[config.mk]
export PLATFORM = sky130hd
export DESIGN_NAME = ipv4_fragment_reassembly_tracker
export DESIGN_NICKNAME = d
export VERILOG_FILES = /design/src/rtl/core/ipv4_frt_pkg.sv /design/src/rtl/core/ipv4_fragment_reassembly_tracker.sv
export SDC_FILE = /design/constraint.sdc
export NUM_CORES = 2
export LEC_CHECK = 0
export BUFFER_PORTS_ARGS = -buffer_cell sky130_fd_sc_hd__clkbuf_2
export CAP_MARGIN = 20
export CORE_MARGIN = 2
export CORE_UTILIZATION = 50
export CTS_CLUSTER_DIAMETER = 80
export DETAILED_ROUTE_END_ITERATION = 12
export GPL_TIMING_DRIVEN = 0
export PLACE_DENSITY = 0.66
export SLEW_MARGIN = 20
export SYNTH_ARGS = -nofsm -noshare
export SYNTH_HDL_FRONTEND = slang
export SYNTH_SLANG_ARGS = --single-unit
[constraint.sdc]
create_clock -name clk_i -period 20.3 [get_ports clk_i]
set_input_delay 0 -clock clk_i [delete_from_list [all_inputs] [get_ports clk_i]]
set_output_delay 0 -clock clk_i [all_outputs]
set_load 0.01 [all_outputs]
[src/rtl/core/ipv4_frt_pkg.sv]
package ipv4_frt_pkg;

  // fixed field widths
  localparam int unsigned AddrW   = 32;
  localparam int unsigned IdentW  = 16;
  localparam int unsigned LenW    = 16;
  localparam int unsigned IhlW    = 4;
  localparam int unsigned FragOfsW = 13;
  localparam int unsigned AgeW    = 8;
  localparam int unsigned VerdW   = 3;

  // generation tag stored beside each coverage entry
  localparam int unsigned EpochW  = 8;
  localparam int unsigned EntryW  = 8;

  localparam logic [LenW:0] HeaderBytes = 17'd20;
  localparam logic [LenW-1:0] LenMax    = 16'hffff;

  // register map
  localparam logic [1:0] RegMaxAge = 2'd0;

  typedef enum logic [VerdW-1:0] {
    VERD_PENDING  = 3'd0,
    VERD_COMPLETE = 3'd1,
    VERD_MISMATCH = 3'd2,
    VERD_OVERFLOW = 3'd3,
    VERD_HOLES    = 3'd4
  } verdict_e;

  typedef enum logic [3:0] {
    S_WIPE,
    S_IDLE,
    S_CHECK,
    S_MARK_RD,
    S_MARK_WR,
    S_FIN,
    S_SCAN_RD,
    S_SCAN_CHK,
    S_DONE
  } state_e;

endpackage

[src/rtl/core/ipv4_fragment_reassembly_tracker.sv]
// a tick acts at its accept edge, no result; a fragment goes to the check state (checked again
// after an open), then to the result state if the key or length check rejects it, else each map
// entry of its span is read then written, then the finish state, and once the last fragment is
// in, entries up to final_length/64 + 1 are read then checked; one request at a time, tready low
// until the result goes to the output register; reset: control state clears, max_age loads 15,
// then the map is wiped; the same wipe runs on every 256th open, when the epoch tag wraps
module ipv4_fragment_reassembly_tracker #(
  parameter int unsigned BUFFER_BYTES = 8192
) (
  input  logic         clk_i,
  input  logic         rst_ni,
  // request stream
  input  logic         s_axis_tvalid,
  output logic         s_axis_tready,
  // src_addr[31:0], dst_addr[63:32], ident[79:64], total_length[95:80],
  // header_words[99:96], more_fragments[100], fragment_offset[113:101], zero pad
  input  logic [119:0] s_axis_tdata,
  // operation: 0 fragment header, 1 timer tick
  input  logic         s_axis_tuser,
  // result stream
  output logic         m_axis_tvalid,
  input  logic         m_axis_tready,
  // verdict[2:0], write_offset[18:3], payload_length[34:19],
  // datagram_length[50:35], zero pad
  output logic [55:0]  m_axis_tdata,
  // configuration port
  input  logic         psel,
  input  logic         penable,
  input  logic         pwrite,
  input  logic [1:0]   paddr,
  input  logic [31:0]  pwdata,
  output logic [31:0]  prdata,
  output logic         pready
);

  localparam int unsigned MapDepth = BUFFER_BYTES / 64 + 1;
  localparam int unsigned IdxW     = (MapDepth > 1) ? $clog2(MapDepth) : 1;
  localparam int unsigned WordW    = ipv4_frt_pkg::EpochW + ipv4_frt_pkg::EntryW;
  localparam logic [16:0] BufLim   = 17'(BUFFER_BYTES);
  localparam logic [IdxW-1:0] IdxLast = IdxW'(MapDepth - 1);
  localparam logic [ipv4_frt_pkg::EpochW-1:0] EpochLast = '1;

  // ---------------------------------------------------------------------------
  // configuration register
  // ---------------------------------------------------------------------------
  logic [7:0] max_age_q;
  logic       cfg_wr;

  assign pready = 1'b1;
  assign cfg_wr = psel && penable && pwrite && pready;
  assign prdata = (paddr == ipv4_frt_pkg::RegMaxAge) ? {24'd0, max_age_q} : 32'd0;

  always_ff @(posedge clk_i or negedge rst_ni) begin
    if (!rst_ni) begin
      max_age_q <= 8'd15;
    end else if (cfg_wr && paddr == ipv4_frt_pkg::RegMaxAge) begin
      max_age_q <= pwdata[7:0];
    end
  end

  // ---------------------------------------------------------------------------
  // coverage map: tag + bitmap per entry, one read and one write port
  // an entry whose tag differs from the live epoch reads as empty
  // ---------------------------------------------------------------------------
  logic [WordW-1:0] map_mem [MapDepth];
  logic [WordW-1:0] map_rd_q;
  logic             map_re;
  logic [IdxW-1:0]  map_raddr;
  logic             map_we;
  logic [IdxW-1:0]  map_waddr;
  logic [WordW-1:0] map_wdata;

  always_ff @(posedge clk_i) begin
    if (map_we) begin
      map_mem[map_waddr] <= map_wdata;
    end
  end

  always_ff @(posedge clk_i) begin
    if (map_re) begin
      map_rd_q <= map_mem[map_raddr];
    end
  end

  // ---------------------------------------------------------------------------
  // state
  // ---------------------------------------------------------------------------
  ipv4_frt_pkg::state_e state_q, state_d;
  logic                  wipe_ret_q, wipe_ret_d;   // wipe started by an open
  logic [ipv4_frt_pkg::EpochW-1:0] epoch_q, epoch_d;
  logic [IdxW-1:0]       ptr_q, ptr_d;

  logic [7:0]  age_q, age_d;
  logic [31:0] held_src_q, held_src_d;
  logic [31:0] held_dst_q, held_dst_d;
  logic [15:0] held_id_q, held_id_d;
  logic        last_seen_q, last_seen_d;
  logic [15:0] final_len_q, final_len_d;

  // captured request
  logic [31:0] f_src_q, f_dst_q;
  logic [15:0] f_id_q, f_tlen_q;
  logic [3:0]  f_ihl_q;
  logic        f_mf_q;
  logic [12:0] f_ofs_q;

  // marking span
  logic [IdxW-1:0] mark_first_q, mark_first_d;
  logic [IdxW-1:0] mark_last_q, mark_last_d;
  logic [IdxW-1:0] mark_hi_q, mark_hi_d;
  logic [2:0]      lo_bit_q, lo_bit_d;
  logic [2:0]      hi_bit_q, hi_bit_d;

  // result being built and result waiting on the output
  ipv4_frt_pkg::verdict_e res_verd_q, res_verd_d;
  logic [15:0] res_ofs_q, res_ofs_d;
  logic [15:0] res_plen_q, res_plen_d;
  logic [15:0] res_dlen_q, res_dlen_d;

  logic        out_valid_q, out_valid_d;
  logic [2:0]  out_verd_q;
  logic [15:0] out_ofs_q, out_plen_q, out_dlen_q;
  logic        out_load;

  logic        in_acc;

  // ---------------------------------------------------------------------------
  // datapath helpers
  // ---------------------------------------------------------------------------
  logic [5:0]  hlen;
  logic [15:0] ofs_bytes;
  logic [15:0] plen;
  logic [16:0] end_bytes;
  logic [13:0] end_blk;
  logic [13:0] end_blk_m1;
  logic        key_miss;
  logic        len_short;
  logic        too_far;
  logic [7:0]  eff_entry;
  logic [2:0]  mask_lo;
  logic [3:0]  mask_hi;
  logic [7:0]  mark_mask;
  logic [9:0]  full_ent;
  logic [7:0]  want;
  logic [16:0] dlen_sum;

  assign hlen       = {f_ihl_q, 2'b00};
  assign ofs_bytes  = {f_ofs_q, 3'b000};
  assign plen       = f_tlen_q - {10'd0, hlen};
  assign end_bytes  = {1'b0, ofs_bytes} + {1'b0, plen};
  assign end_blk    = end_bytes[16:3];
  assign end_blk_m1 = end_blk - 14'd1;
  assign key_miss   = (held_src_q != f_src_q) || (held_dst_q != f_dst_q)
                      || (held_id_q != f_id_q);
  assign len_short  = f_tlen_q < {10'd0, hlen};
  assign too_far    = ({1'b0, ofs_bytes} > BufLim) || (end_bytes > BufLim);

  assign eff_entry = (map_rd_q[WordW-1 -: ipv4_frt_pkg::EpochW] == epoch_q)
                     ? map_rd_q[ipv4_frt_pkg::EntryW-1:0] : 8'd0;

  // blocks [lo, hi) of this entry, msb first
  assign mask_lo   = (ptr_q == mark_first_q) ? lo_bit_q : 3'd0;
  assign mask_hi   = (ptr_q == mark_hi_q) ? {1'b0, hi_bit_q} : 4'd8;
  assign mark_mask = (8'hff >> mask_lo) & ~(8'hff >> mask_hi);

  assign full_ent  = final_len_q[15:6];
  assign want      = ~(8'hff >> final_len_q[5:3]);
  assign dlen_sum  = {1'b0, final_len_q} + ipv4_frt_pkg::HeaderBytes;

  assign s_axis_tready = (state_q == ipv4_frt_pkg::S_IDLE);
  assign in_acc        = s_axis_tvalid && s_axis_tready;

  // ---------------------------------------------------------------------------
  // sequencer
  // ---------------------------------------------------------------------------
  always_comb begin
    state_d      = state_q;
    wipe_ret_d   = wipe_ret_q;
    epoch_d      = epoch_q;
    ptr_d        = ptr_q;
    age_d        = age_q;
    held_src_d   = held_src_q;
    held_dst_d   = held_dst_q;
    held_id_d    = held_id_q;
    last_seen_d  = last_seen_q;
    final_len_d  = final_len_q;
    mark_first_d = mark_first_q;
    mark_last_d  = mark_last_q;
    mark_hi_d    = mark_hi_q;
    lo_bit_d     = lo_bit_q;
    hi_bit_d     = hi_bit_q;
    res_verd_d   = res_verd_q;
    res_ofs_d    = res_ofs_q;
    res_plen_d   = res_plen_q;
    res_dlen_d   = res_dlen_q;
    out_valid_d  = out_valid_q;
    out_load     = 1'b0;
    map_re       = 1'b0;
    map_raddr    = ptr_q;
    map_we       = 1'b0;
    map_waddr    = ptr_q;
    map_wdata    = {epoch_q, eff_entry | mark_mask};

    if (out_valid_q && m_axis_tready) begin
      out_valid_d = 1'b0;
    end

    unique case (state_q)
      ipv4_frt_pkg::S_WIPE: begin
        map_we    = 1'b1;
        map_wdata = '0;
        if (ptr_q == IdxLast) begin
          ptr_d   = '0;
          state_d = wipe_ret_q ? ipv4_frt_pkg::S_CHECK : ipv4_frt_pkg::S_IDLE;
        end else begin
          ptr_d = ptr_q + IdxW'(1);
        end
      end

      ipv4_frt_pkg::S_IDLE: begin
        if (in_acc) begin
          if (s_axis_tuser) begin
            // timer tick
            if (age_q != 8'd0) begin
              age_d = age_q - 8'd1;
            end
          end else begin
            state_d = ipv4_frt_pkg::S_CHECK;
          end
        end
      end

      ipv4_frt_pkg::S_CHECK: begin
        if (age_q == 8'd0) begin
          // open a new reassembly, then check again against the fresh key
          held_src_d  = f_src_q;
          held_dst_d  = f_dst_q;
          held_id_d   = f_id_q;
          age_d       = (max_age_q != 8'd0) ? max_age_q : 8'd1;
          last_seen_d = 1'b0;
          if (epoch_q == EpochLast) begin
            epoch_d    = '0;
            ptr_d      = '0;
            wipe_ret_d = 1'b1;
            state_d    = ipv4_frt_pkg::S_WIPE;
          end else begin
            epoch_d = epoch_q + ipv4_frt_pkg::EpochW'(1);
          end
        end else begin
          res_dlen_d = 16'd0;
          res_ofs_d  = ofs_bytes;
          res_plen_d = plen;
          if (key_miss) begin
            age_d      = 8'd0;
            res_ofs_d  = 16'd0;
            res_plen_d = 16'd0;
            res_verd_d = ipv4_frt_pkg::VERD_MISMATCH;
            state_d    = ipv4_frt_pkg::S_DONE;
          end else if (len_short) begin
            age_d      = 8'd0;
            res_plen_d = 16'd0;
            res_verd_d = ipv4_frt_pkg::VERD_OVERFLOW;
            state_d    = ipv4_frt_pkg::S_DONE;
          end else if (too_far) begin
            age_d      = 8'd0;
            res_verd_d = ipv4_frt_pkg::VERD_OVERFLOW;
            state_d    = ipv4_frt_pkg::S_DONE;
          end else begin
            if (!f_mf_q) begin
              last_seen_d = 1'b1;
              final_len_d = end_bytes[15:0];
            end
            mark_first_d = IdxW'(f_ofs_q[12:3]);
            mark_last_d  = IdxW'(end_blk_m1[13:3]);
            mark_hi_d    = IdxW'(end_blk[13:3]);
            lo_bit_d     = f_ofs_q[2:0];
            hi_bit_d     = end_blk[2:0];
            ptr_d        = IdxW'(f_ofs_q[12:3]);
            if ({1'b0, f_ofs_q} < end_blk) begin
              state_d = ipv4_frt_pkg::S_MARK_RD;
            end else begin
              state_d = ipv4_frt_pkg::S_FIN;
            end
          end
        end
      end

      ipv4_frt_pkg::S_MARK_RD: begin
        map_re  = 1'b1;
        state_d = ipv4_frt_pkg::S_MARK_WR;
      end

      ipv4_frt_pkg::S_MARK_WR: begin
        map_we = 1'b1;
        if (ptr_q == mark_last_q) begin
          state_d = ipv4_frt_pkg::S_FIN;
        end else begin
          ptr_d   = ptr_q + IdxW'(1);
          state_d = ipv4_frt_pkg::S_MARK_RD;
        end
      end

      ipv4_frt_pkg::S_FIN: begin
        ptr_d = '0;
        if (!last_seen_q) begin
          res_verd_d = ipv4_frt_pkg::VERD_PENDING;
          state_d    = ipv4_frt_pkg::S_DONE;
        end else if (32'(full_ent) >= MapDepth) begin
          age_d      = 8'd0;
          res_verd_d = ipv4_frt_pkg::VERD_HOLES;
          state_d    = ipv4_frt_pkg::S_DONE;
        end else begin
          state_d = ipv4_frt_pkg::S_SCAN_RD;
        end
      end

      ipv4_frt_pkg::S_SCAN_RD: begin
        map_re  = 1'b1;
        state_d = ipv4_frt_pkg::S_SCAN_CHK;
      end

      ipv4_frt_pkg::S_SCAN_CHK: begin
        if (ptr_q == IdxW'(full_ent)) begin
          age_d   = 8'd0;
          state_d = ipv4_frt_pkg::S_DONE;
          if (eff_entry == want) begin
            res_verd_d  = ipv4_frt_pkg::VERD_COMPLETE;
            res_dlen_d  = dlen_sum[16] ? ipv4_frt_pkg::LenMax : dlen_sum[15:0];
            final_len_d = res_dlen_d;
          end else begin
            res_verd_d = ipv4_frt_pkg::VERD_HOLES;
          end
        end else if (eff_entry != 8'hff) begin
          age_d      = 8'd0;
          res_verd_d = ipv4_frt_pkg::VERD_HOLES;
          state_d    = ipv4_frt_pkg::S_DONE;
        end else begin
          ptr_d   = ptr_q + IdxW'(1);
          state_d = ipv4_frt_pkg::S_SCAN_RD;
        end
      end

      ipv4_frt_pkg::S_DONE: begin
        // hand over once the output register is free
        if (!out_valid_q || m_axis_tready) begin
          out_load    = 1'b1;
          out_valid_d = 1'b1;
          state_d     = ipv4_frt_pkg::S_IDLE;
        end
      end

      default: begin
        state_d = ipv4_frt_pkg::S_IDLE;
      end
    endcase
  end

  always_ff @(posedge clk_i or negedge rst_ni) begin
    if (!rst_ni) begin
      state_q     <= ipv4_frt_pkg::S_WIPE;
      wipe_ret_q  <= 1'b0;
      epoch_q     <= '0;
      ptr_q       <= '0;
      age_q       <= 8'd0;
      held_src_q  <= 32'd0;
      held_dst_q  <= 32'd0;
      held_id_q   <= 16'd0;
      last_seen_q <= 1'b0;
      final_len_q <= 16'd0;
      out_valid_q <= 1'b0;
    end else begin
      state_q     <= state_d;
      wipe_ret_q  <= wipe_ret_d;
      epoch_q     <= epoch_d;
      ptr_q       <= ptr_d;
      age_q       <= age_d;
      held_src_q  <= held_src_d;
      held_dst_q  <= held_dst_d;
      held_id_q   <= held_id_d;
      last_seen_q <= last_seen_d;
      final_len_q <= final_len_d;
      out_valid_q <= out_valid_d;
    end
  end

  // payload registers
  always_ff @(posedge clk_i) begin
    if (in_acc) begin
      f_src_q  <= s_axis_tdata[31:0];
      f_dst_q  <= s_axis_tdata[63:32];
      f_id_q   <= s_axis_tdata[79:64];
      f_tlen_q <= s_axis_tdata[95:80];
      f_ihl_q  <= s_axis_tdata[99:96];
      f_mf_q   <= s_axis_tdata[100];
      f_ofs_q  <= s_axis_tdata[113:101];
    end
    mark_first_q <= mark_first_d;
    mark_last_q  <= mark_last_d;
    mark_hi_q    <= mark_hi_d;
    lo_bit_q     <= lo_bit_d;
    hi_bit_q     <= hi_bit_d;
    res_verd_q   <= res_verd_d;
    res_ofs_q    <= res_ofs_d;
    res_plen_q   <= res_plen_d;
    res_dlen_q   <= res_dlen_d;
    if (out_load) begin
      out_verd_q <= res_verd_q;
      out_ofs_q  <= res_ofs_q;
      out_plen_q <= res_plen_q;
      out_dlen_q <= res_dlen_q;
    end
  end

  assign m_axis_tvalid = out_valid_q;
  assign m_axis_tdata  = {5'd0, out_dlen_q, out_plen_q, out_ofs_q, out_verd_q};

`ifndef NO_ASSERTIONS
  // a result only appears when the sequencer hands one over
  a_out_from_done: assert property (@(posedge clk_i) disable iff (!rst_ni)
    $rose(m_axis_tvalid) |-> $past(state_q == ipv4_frt_pkg::S_DONE))
    else $error("result appeared without a finished request");

  // every final verdict closes the reassembly
  a_close_on_final: assert property (@(posedge clk_i) disable iff (!rst_ni)
    (out_load && res_verd_q != ipv4_frt_pkg::VERD_PENDING) |-> age_q == 8'd0)
    else $error("reassembly still open after a final verdict");

  // marking never runs past the last entry of the fragment span
  a_mark_span: assert property (@(posedge clk_i) disable iff (!rst_ni)
    state_q == ipv4_frt_pkg::S_MARK_WR |-> ptr_q <= mark_last_q)
    else $error("coverage marking ran past the fragment span");

  // no request is taken while the map is being wiped
  a_wipe_blocks: assert property (@(posedge clk_i) disable iff (!rst_ni)
    state_q == ipv4_frt_pkg::S_WIPE |=> !$past(s_axis_tready))
    else $error("request taken during map wipe");
`endif

endmodule
==> qor.json <==
{
  "status": "finished, final reports clean",
  "design.core.area_sq_mm": 0.193,
  "synth-seq-area-share": 0.754,
  "dr.first_iter.drc_count": 7457,
  "die_height_um": 444,
  "setup_viol": 0,
  "grt_antenna_before_repair": 13,
  "ys.warnings.count": 0,
  "cts.hold.buffers_added": 261,
  "finalWeightedCongestion": 0.912,
  "synth-edff-count": 2320,
  "num_vias": 51800,
  "floorplan.die_area_sq_mm": 0.197,
  "synth_largest_type_area_fraction": 0.719,
  "die_width_um": 444,
  "area_delta_synth_final_pct": 18.7,
  "netlist_top_cells_area": "sky130_fd_sc_hd__edfxtp_1 72%, sky130_fd_sc_hd__mux4_2 15%, sky130_fd_sc_hd__dfrtp_1 3.4%",
  "cp.arrival_ps": 6100,
  "worst_slew_pin_slew_ps": 1280,
  "postCtsResizedCells": 0,
  "post_route_cells_drive_above_1_share": 0.293,
  "timing.slew.headroom": 0.146,
  "drt-wirelength-per-cell_um": 32.1,
  "postCtsSetupBuffers": 0,
  "clkTransAtPathRegs_ps": 60,
  "worst_clock_skew_ps": 64.0,
  "finalNetCount": 5759,
  "power-per-cell-area_mw_per_mm2": 138,
  "synth.lib_cells_used.distinct": 93,
  "timing.final.crit_period_ps": 5600,
  "vias_in_the_first_global_route": 51200,
  "maximum_count_of_clock_buffers_along_a_single_path": 3,
  "drv.max_cap_violation_count": 0,
  "worst_hold_path_type": "input pin to asynchronous set/reset pin",
  "dp.final_hpwl_mm": 179,
  "route.detailed.vias_per_inst": 6.24,
  "final-max-slew-violation-count": 0,
  "post-route-period-util": 0.276,
  "criticalPathCategory": "flip-flop to flip-flop",
  "post-synth-top-area-cell": "sky130_fd_sc_hd__edfxtp_1",
  "cts_tree": "yes",
  "timing.critical_path.required_ps": 20800,
  "tritoncts_num_sinks": 2455,
  "io_pins": 253,
  "synthFlopType": "sky130_fd_sc_hd__edfxtp_1",
  "async_flop_share": 0.0550,
  "layoutNonFillerInstCount": 8303,
  "overflow_left_after_global_routing": 0,
  "synth.avg_cell_area_sq_um": 20.7,
  "syn-instance-count": 4694,
  "initial_utilization": 0.503,
  "clk_root_buffer_cell": "sky130_fd_sc_hd__clkbuf_16",
  "fin_hold_viols": 0,
  "number_of_standard_cell_rows_in_the_floorplan": 161,
  "clkLatencyLatePin_ps": 890,
  "grt_pass1_wl_mm": 378,
  "maximum_fanout_count_along_the_critical_path": 16,
  "cts_inserted_buffers": 237,
  "ys_seq_elements": 2455,
  "power.ir.vdd_worst_uv": 97.2,
  "timing.setup.tns_ps": 0,
  "cell_area_after_synthesis_sq_mm": 0.0969,
  "unrepaired_setup_endpoints_after_global_routing": "no",
  "placed_cells_incl_taps": 7585,
  "grt_start_max_net_pins": 85,
  "power.leakage_nw": 36.1,
  "wirelength_mm": 267,
  "io_buffer_count": 189,
  "global_route.usage.total": 0.271,
  "final_cell_mix": "2,320 x sky130_fd_sc_hd__edfxtp_1, 664 x sky130_fd_sc_hd__mux4_2, 334 x sky130_fd_sc_hd__nand2_1",
  "postRouteAntennaNets": 0,
  "h-tree-depth": 4,
  "route.detailed.drc": 0,
  "fmaxAchievable_mhz": 179,
  "cp-start-kind": "flip-flop",
  "worst_setup_path_end_kind": "flip-flop",
  "layout.cells.most_common": "sky130_fd_sc_hd__edfxtp_1",
  "n_fill_cell": 13400,
  "drt_pre_antenna_iters": 8
}
## stage by stage
stage / worst slack (ps) / hold WS [ps] / instance area [sq um] / utilization / power (mW)
after floorplan: 13850 / -296 / 97100 / - / 9.26
after global placement: 7250 / 180 / 101000 / 0.525 / 11.1
after detailed placement: 14820 / 1.39 / 105000 / 0.543 / 11.4
after CTS: 14850 / 208 / 115000 / 0.597 / 15.8
after global routing: 14510 / 306 / 115000 / 0.597 / 16.3
final: 14700 / 261 / 115000 / 0.598 / 15.9
## area by class of cell
type                            instances  area [sq um]  area share
Sequential cell                      2455         73100       0.635
Multi-Input combinational cell       1957         23400       0.204
Clock buffer                          291          6150      0.0535
Timing Repair Buffer                  595          6070      0.0527
Tap cell                             2526          3160      0.0275
Clock inverter                        158          1710      0.0149
Buffer                                257          1280      0.0111
Inverter                               56           210     0.00183
Antenna cell                            8          20.0    0.000174
## per-layer routing
layer	vias to the layer above	wire length [um]	GRT usage
met1	27300	102000	0.375
met3	494	28800	0.0645
li1	20900	-	-
met2	3174	126000	0.424
met4	4	10300	0.0971
met5	-	21	0
## cell families (layout without fill, tap and decap cells)
group | after synthesis | after routing | share of synthesized area
buf+inv | 313 | 1357 | 0.0150
simple gates | 792 | 792 | 0.0370
fa+ha+maj | 39 | 39 | 0.00516
compound gates | 248 | 248 | 0.0180
mux | 689 | 689 | 0.157
other cells | 2 | 41 | 0.0000775
flops | 2455 | 2455 | 0.754
xor+xnor | 156 | 156 | 0.0142
## worst paths after layout
kind                       slack (ps)      startpoint  cells past startpoint        endpoint
min in group clk_i                310    s_axis_tuser                      6        age_q[4]
hold / removal                    260          rst_ni                      4  held_src_q[17]
setup reg to reg                14700    map_raddr[3]                      9  map_mem[93][3]
setup / recovery                14700    map_raddr[3]                      9  map_mem[93][3]
hold reg to reg                   410  res_plen_q[14]                      0  out_plen_q[14]
max in group asynchronous       19600          rst_ni                      4    max_age_q[1]
## state kept, by name (all words and copies together), names as in the netlist, 13 cells and up
register	cells
map_mem	2064
f_dst_q	32
f_src_q	32
held_dst_q	32
held_src_q	32
f_id_q	16
f_tlen_q	16
final_len_q	16
held_id_q	16
map_rd_q	16
out_dlen_q	16
out_plen_q	16
res_dlen_q	16
res_plen_q	16
f_ofs_q	13
out_ofs_q	13
res_ofs_q	13
## worst max-delay path: stages, from the launching register on
cell and delay (ps):
sky130_fd_sc_hd__dfrtp_1 310, sky130_fd_sc_hd__buf_2 310, sky130_fd_sc_hd__clkinv_1 290, sky130_fd_sc_hd__buf_2 400
sky130_fd_sc_hd__buf_2 430, sky130_fd_sc_hd__buf_2 410, sky130_fd_sc_hd__buf_2 400, sky130_fd_sc_hd__nor2_1 640
sky130_fd_sc_hd__nand3_1 990, sky130_fd_sc_hd__nor2_4 1010
## synthesized netlist by cell type (22+ instances only)
cell,instances
sky130_fd_sc_hd__edfxtp_1,2320
sky130_fd_sc_hd__mux4_2,664
sky130_fd_sc_hd__nand2_1,334
sky130_fd_sc_hd__nor2_1,221
sky130_fd_sc_hd__xnor2_1,133
sky130_fd_sc_hd__dfrtp_1,131
sky130_fd_sc_hd__clkbuf_1,124
sky130_fd_sc_hd__buf_2,70
sky130_fd_sc_hd__a21oi_1,52
sky130_fd_sc_hd__inv_1,51
sky130_fd_sc_hd__buf_4,37
sky130_fd_sc_hd__ha_1,36
sky130_fd_sc_hd__nand3_1,36
sky130_fd_sc_hd__nand4_1,36
sky130_fd_sc_hd__nor3_1,34
sky130_fd_sc_hd__nor2b_1,31
sky130_fd_sc_hd__and2_1,25
sky130_fd_sc_hd__o21ai_0,22
sky130_fd_sc_hd__xor2_1,22
## report_power, final
group	internal [mW]	switching [mW]	total [mW]
logic	1.83	3.14	4.97
registers	6.29	0.130	6.42
clock network	2.52	1.94	4.46
(Power assumes the default switching activity.)
